[src/hw/rtl/qba_pkg.sv]
package qba_pkg;

  localparam int unsigned COMP_WIDTH_DEF = 16;
  localparam int unsigned FRAC_BITS_DEF  = 14;

  // components wider than this are prescaled so that every product stays narrow
  localparam int unsigned EFF_WIDTH_MAX  = 30;

endpackage

[src/hw/rtl/qba_div_pipe.sv]
// Pipelined restoring divider: round(a * 2^FRAC_BITS / n), one quotient bit per stage,
// then rounding, sign and saturation.
module qba_div_pipe #(
  parameter int unsigned NW         = 31,
  parameter int unsigned FRAC_BITS  = qba_pkg::FRAC_BITS_DEF,
  parameter int unsigned COMP_WIDTH = qba_pkg::COMP_WIDTH_DEF
) (
  input  logic                         clk_i,
  input  logic                         en_i,
  input  logic [NW-1:0]                a_i,
  input  logic [NW-1:0]                n_i,
  input  logic                         neg_i,
  output logic signed [COMP_WIDTH-1:0] q_o
);

  localparam int unsigned QW = FRAC_BITS + 2;
  localparam int unsigned SW = (QW + 1 > COMP_WIDTH + 1) ? QW + 1 : COMP_WIDTH + 1;

  logic [NW-1:0] r_q   [0:FRAC_BITS];
  logic [NW-1:0] n_q   [0:FRAC_BITS];
  logic [QW-1:0] qq_q  [0:FRAC_BITS];
  logic          neg_q [0:FRAC_BITS];

  // integer part: |c| <= n, so at most one
  always_ff @(posedge clk_i) begin
    if (en_i) begin
      if (a_i >= n_i) begin
        r_q[0]  <= a_i - n_i;
        qq_q[0] <= QW'(1);
      end else begin
        r_q[0]  <= a_i;
        qq_q[0] <= '0;
      end
      n_q[0]   <= n_i;
      neg_q[0] <= neg_i;
    end
  end

  for (genvar k = 1; k <= FRAC_BITS; k++) begin : g_step
    logic [NW:0] r2;
    logic [NW:0] n2;
    logic        ge;

    assign r2 = {r_q[k-1], 1'b0};
    assign n2 = {1'b0, n_q[k-1]};
    assign ge = (r2 >= n2);

    always_ff @(posedge clk_i) begin
      if (en_i) begin
        r_q[k]   <= ge ? NW'(r2 - n2) : NW'(r2);
        qq_q[k]  <= {qq_q[k-1][QW-2:0], ge};
        n_q[k]   <= n_q[k-1];
        neg_q[k] <= neg_q[k-1];
      end
    end
  end

  logic [QW-1:0]        q_rnd;
  logic [SW-1:0]        q_ext;
  logic signed [SW-1:0] s_val;
  logic signed [SW-1:0] hi;
  logic signed [SW-1:0] lo;
  logic signed [SW-1:0] s_sat;

  always_comb begin
    q_rnd = qq_q[FRAC_BITS] +
            QW'({r_q[FRAC_BITS], 1'b0} >= {1'b0, n_q[FRAC_BITS]});
    q_ext = SW'(q_rnd);
    s_val = neg_q[FRAC_BITS] ? -$signed(q_ext) : $signed(q_ext);
    hi    = $signed({{(SW-COMP_WIDTH+1){1'b0}}, {(COMP_WIDTH-1){1'b1}}});
    lo    = ~hi;
    if (s_val > hi) begin
      s_sat = hi;
    end else if (s_val < lo) begin
      s_sat = lo;
    end else begin
      s_sat = s_val;
    end
  end

  always_ff @(posedge clk_i) begin
    if (en_i) begin
      q_o <= s_sat[COMP_WIDTH-1:0];
    end
  end

endmodule

[config.mk]
export PLATFORM = sky130hd
export DESIGN_NAME = qba_div_pipe
export DESIGN_NICKNAME = d
export VERILOG_FILES = /design/src/hw/rtl/qba_pkg.sv /design/src/hw/rtl/qba_div_pipe.sv
export SDC_FILE = /design/constraint.sdc
export NUM_CORES = 2
export LEC_CHECK = 0
export BUFFER_PORTS_ARGS = -buffer_cell sky130_fd_sc_hd__buf_4
export CAP_MARGIN = 20
export CORE_MARGIN = 2
export CORE_UTILIZATION = 55
export DETAILED_ROUTE_END_ITERATION = 7
export PLACE_DENSITY_LB_ADDON = 0.15
export SYNTH_ARGS = -nofsm -noshare
export SYNTH_HDL_FRONTEND = slang
export SYNTH_SLANG_ARGS = --single-unit
[constraint.sdc]
create_clock -name clk_i -period 5.41 [get_ports clk_i]
set_input_delay 1.082 -clock clk_i [delete_from_list [all_inputs] [get_ports clk_i]]
set_output_delay 1.082 -clock clk_i [all_outputs]
set_load 0.01 [all_outputs]
==> run_summary.xml <==
<?xml version="1.0" encoding="UTF-8"?>
<metrics>
  <group name="logic_synthesis">
    <metric name="avgSynthCellArea" unit="um^2">11.17</metric>
    <metric name="synth_largest_type_area_fraction" unit="%">50.78</metric>
    <metric name="synth.lib_cells_used.distinct" unit="">91</metric>
    <metric name="synth.cell_area" unit="mm^2">0.06393</metric>
    <metric name="ys_top_cells_by_count" unit="">1081 x sky130_fd_sc_hd__edfxtp_1, 645 x sky130_fd_sc_hd__inv_1, 498 x sky130_fd_sc_hd__ha_1</metric>
    <metric name="sequential_area_share_after_synthesis" unit="%">50.78</metric>
    <metric name="synth_most_common_cell" unit="">sky130_fd_sc_hd__edfxtp_1</metric>
    <metric name="syn_inst" unit="">5722</metric>
    <metric name="synth.ff_latch_count" unit="">1081</metric>
    <metric name="post_synth_main_area_contributors" unit="">sky130_fd_sc_hd__edfxtp_1 51%, sky130_fd_sc_hd__ha_1 9.7%, sky130_fd_sc_hd__mux2_2 4.4%</metric>
    <metric name="synth_area_leader_cell" unit="">sky130_fd_sc_hd__edfxtp_1</metric>
    <metric name="synth_enable_flop_cells" unit="">1081</metric>
    <metric name="synth_flop_cell" unit="">sky130_fd_sc_hd__edfxtp_1</metric>
    <metric name="postSynth.asyncResetShare" unit="%">0</metric>
    <metric name="syn-num-nets" unit="">6300</metric>
    <metric name="number_of_warning_messages_in_the_yosys_log" unit="">0</metric>
  </group>
  <group name="global_routing">
    <metric name="grt_antenna_before_repair" unit="">0</metric>
    <metric name="grt.total_usage" unit="%">22.75</metric>
    <metric name="grt_overflow" unit="">0</metric>
    <metric name="pin_count_of_the_biggest_net_entering_global_routing" unit="">183</metric>
    <metric name="grt_pass1_vias" unit="">42719</metric>
    <metric name="global_route_wire_length_before_repair" unit="um">216500</metric>
  </group>
  <group name="final_layout">
    <metric name="net_count_final" unit="">6431</metric>
    <metric name="finalInstanceArea" unit="mm^2">0.07040</metric>
    <metric name="num-fill-cells" unit="">9466</metric>
    <metric name="synthToLayoutAreaGrowth" unit="%">10.12</metric>
    <metric name="final_core_util" unit="%">60.83</metric>
    <metric name="num_antenna_cells" unit="">0</metric>
    <metric name="final_layout_size_suffix_gt1_share" unit="%">10.20</metric>
    <metric name="layoutNonFillerInstCount" unit="">7474</metric>
    <metric name="multi_input_comb_area" unit="mm^2">0.02864</metric>
    <metric name="sequential_cell_area" unit="mm^2">0.03246</metric>
  </group>
  <group name="sta">
    <metric name="tightestPinTransition" unit="ps">1217</metric>
    <metric name="max_slew_margin" unit="%">18.11</metric>
    <metric name="report.final.hold_viol_count" unit="">0</metric>
    <metric name="setup-tns-final" unit="ps">0</metric>
    <metric name="final_period_demand_of_the_worst_path" unit="ps">4970</metric>
    <metric name="timing.final.crit_share" unit="%">91.87</metric>
    <metric name="worst_clock_skew" unit="ps">45.48</metric>
    <metric name="timing_max_transition_violations_final" unit="">0</metric>
    <metric name="max_freq" unit="GHz">0.2012</metric>
    <metric name="setup_viol" unit="">0</metric>
    <metric name="rsz0062_at_grt" unit="">false</metric>
  </group>
  <group name="worst_setup_path">
    <metric name="worstPathCellList" unit="">ha_1 &gt; nor2b_1 &gt; o21a_1 &gt; o21a_1 &gt; o21a_1 &gt; o21a_1 &gt; o21a_1 &gt; o21ai_0 &gt; a31oi_1 &gt; nor4_1 &gt; o211ai_1 &gt; ha_2 &gt; ha_1 &gt; nand4_1 &gt; o21ai_0 &gt; mux2i_1 &gt; or4b_4 &gt; a21oi_4 &gt; nand2_2 &gt; o21ai_2 &gt; xnor2_2 &gt; nor2_2 &gt; buf_4 &gt; o21ai_1</metric>
    <metric name="crit_top_cell" unit="">sky130_fd_sc_hd__o21a_1</metric>
    <metric name="timing.critical_path.max_delay_family" unit="">compound AO/OA/AOI/OAI gates</metric>
    <metric name="endpoint_kind" unit="">register</metric>
    <metric name="max_stage_delay_cell_worst_path" unit="">sky130_fd_sc_hd__or4b_4</metric>
    <metric name="timing.setup.critical_path_class" unit="">reg2reg</metric>
    <metric name="worstPathBufferInverterCount" unit="">1</metric>
    <metric name="crit_arrival" unit="ps">5440</metric>
    <metric name="highest_fanout_seen_on_the_critical_path" unit="">6</metric>
    <metric name="critPathLaunchType" unit="">register</metric>
    <metric name="critPathMaxStageDelay" unit="ps">520</metric>
    <metric name="critical_path_required" unit="ps">5880</metric>
  </group>
  <group name="die">
    <metric name="die-area" unit="mm^2">0.1190</metric>
    <metric name="core.rowCount" unit="">125</metric>
    <metric name="placeableCoreArea" unit="mm^2">0.1157</metric>
    <metric name="starting_density_of_the_core" unit="%">55.24</metric>
    <metric name="die_width" unit="um">344.9</metric>
    <metric name="die_height" unit="um">344.9</metric>
    <metric name="pin_count" unit="">81</metric>
  </group>
  <group name="job">
    <metric name="cap_violations" unit="">0</metric>
  </group>
  <group name="clocking">
    <metric name="cts_max_level" unit="">3</metric>
    <metric name="clockBufferDepth" unit="">3</metric>
    <metric name="clock_tree.root_cell" unit="">sky130_fd_sc_hd__clkbuf_16</metric>
    <metric name="clk_pin_slew_worst_paths" unit="ps">60</metric>
    <metric name="cts_buffers" unit="">117</metric>
    <metric name="cts_sinks" unit="">1081</metric>
    <metric name="worstSkewPairLatency" unit="ps">730</metric>
    <metric name="cts_tree" unit="">yes</metric>
    <metric name="cts_hold_repair.buffers" unit="">0</metric>
  </group>
  <group name="placement">
    <metric name="dp.final_hpwl" unit="um">102100</metric>
    <metric name="port_buffers" unit="">80</metric>
    <metric name="placed_cells" unit="">7257</metric>
    <metric name="place_area" unit="mm^2">0.06649</metric>
    <metric name="place_congestion" unit="">0.9074</metric>
  </group>
  <group name="routing">
    <metric name="drt_iter0_markers" unit="">2087</metric>
    <metric name="drc" unit="">0</metric>
    <metric name="number_of_nets_with_antenna_violations_after_routing" unit="">0</metric>
    <metric name="finalWirelength" unit="um">135200</metric>
    <metric name="drtPass1Iterations" unit="">5</metric>
    <metric name="via_density_per_instance" unit="">5.722</metric>
    <metric name="routed-via-count" unit="">42769</metric>
    <metric name="wl_per_cell" unit="um">18.09</metric>
  </group>
  <group name="power_and_ir_drop">
    <metric name="irDropWorstVdd" unit="uV">350.2</metric>
    <metric name="fin_total_pwr" unit="W">0.04151</metric>
    <metric name="cellPowerDensity" unit="mW/mm^2">589.6</metric>
    <metric name="cellLeakagePower" unit="nW">29.16</metric>
  </group>
  <group name="outcome">
    <metric name="outcome" unit="">finished, final reports clean</metric>
  </group>
  <group name="worst_hold_path">
    <metric name="timing.hold.worst.class" unit="">reg2reg</metric>
  </group>
</metrics>
## stage by stage
| stage | worst slack, ps | hold slack (ps) |
|---|---|---|
| after floorplan | 770.9 | 400.3 |
| after global placement | 149.1 | 400.3 |
| after detailed placement | 112.7 | 404.5 |
| after CTS | 80.83 | 409.6 |
| after global routing | 4.624 | 415.1 |
| final | 439.9 | 411.2 |
## path summary, 6_finish.rpt
check / start / endpoint / slack [ps] / cells after the start
worst max-delay path: r_q[14][0] / q_o[12] / 440 / 24
worst min-delay path: qq_q[1][49] / qq_q[1][66] / 410 / 0
worst max register to register: r_q[14][0] / q_o[12] / 440 / 24
worst min register to register: qq_q[1][49] / qq_q[1][66] / 410 / 0
## layer usage
metal	share of wire [%]	routed length, um	track usage, %	vias to the layer above
li1	-	-	-	21233
met1	39	52970	24.92	20435
met2	53	71320	43.07	795
met3	3.2	4311	2.737	306
met4	4.9	6580	11.35	0
met5	0	0	0	-
## worst register-to-register path, delay by kind of cell (launching register included)
| kind | cells | cell delay, ps |
|---|---|---|
| multiplexers | 1 | 200 |
| AND/OR/NAND/NOR | 6 | 1200 |
| adder cells (fa/ha/maj) | 3 | 760 |
| flip-flops | 1 | 360 |
| AO/OA/AOI/OAI | 12 | 1930 |
| buffers and inverters | 1 | 150 |
| XOR/XNOR | 1 | 130 |
## kinds of logic after synthesis
family	synth area share, %
compound gates	15.47
simple gates	8.645
flops	50.78
buf+inv	4.611
fa+ha+maj	10.26
xor+xnor	5.521
mux	4.717
## sequential cells by signal (all words and copies together), names as in the netlist
name	flops
qq_q	120
r_q	465
n_q	465
neg_q	15
q_o	16
## power by group
part | internal [W] | switching [W]
Sequential | 0.0126 | 0.00121
Combinational | 0.00893 | 0.0107
Clock | 0.00472 | 0.00332
## area by class of cell
class / count / area share, %
Sequential cell: 1081 / 46.11
Multi-Input combinational cell: 3876 / 40.68
Clock buffer: 143 / 4.328
Inverter: 645 / 3.439
Tap cell: 1524 / 2.709
Timing Repair Buffer: 132 / 1.543
Clock inverter: 73 / 1.193
## repair_timing
item,4_1_cts,5_1_grt
buffers inserted,0,1
resized for setup,0,3
endpoints found under the setup margin,0,14
## cells in the final DEF, fill, tap and decap left out, types with 75 or more instances in the layout
| cell type | Yosys | layout |
|---|---|---|
| sky130_fd_sc_hd__edfxtp_1 | 1081 | 1081 |
| sky130_fd_sc_hd__inv_1 | 645 | 645 |
| sky130_fd_sc_hd__ha_1 | 498 | 497 |
| sky130_fd_sc_hd__a21oi_1 | 458 | 456 |
| sky130_fd_sc_hd__nand2_1 | 321 | 321 |
| sky130_fd_sc_hd__o21ai_0 | 309 | 309 |
| sky130_fd_sc_hd__nor2_1 | 304 | 304 |
| sky130_fd_sc_hd__xnor2_1 | 260 | 259 |
| sky130_fd_sc_hd__a21o_1 | 250 | 250 |
| sky130_fd_sc_hd__mux2_2 | 248 | 248 |
| sky130_fd_sc_hd__xor2_1 | 143 | 143 |
| sky130_fd_sc_hd__buf_4 | 1 | 124 |
| sky130_fd_sc_hd__clkbuf_16 | 0 | 118 |
| sky130_fd_sc_hd__nand3_1 | 85 | 85 |
| sky130_fd_sc_hd__o21a_1 | 76 | 76 |
| sky130_fd_sc_hd__nor3_1 | 77 | 75 |
Power figures use the tool's default switching activity.
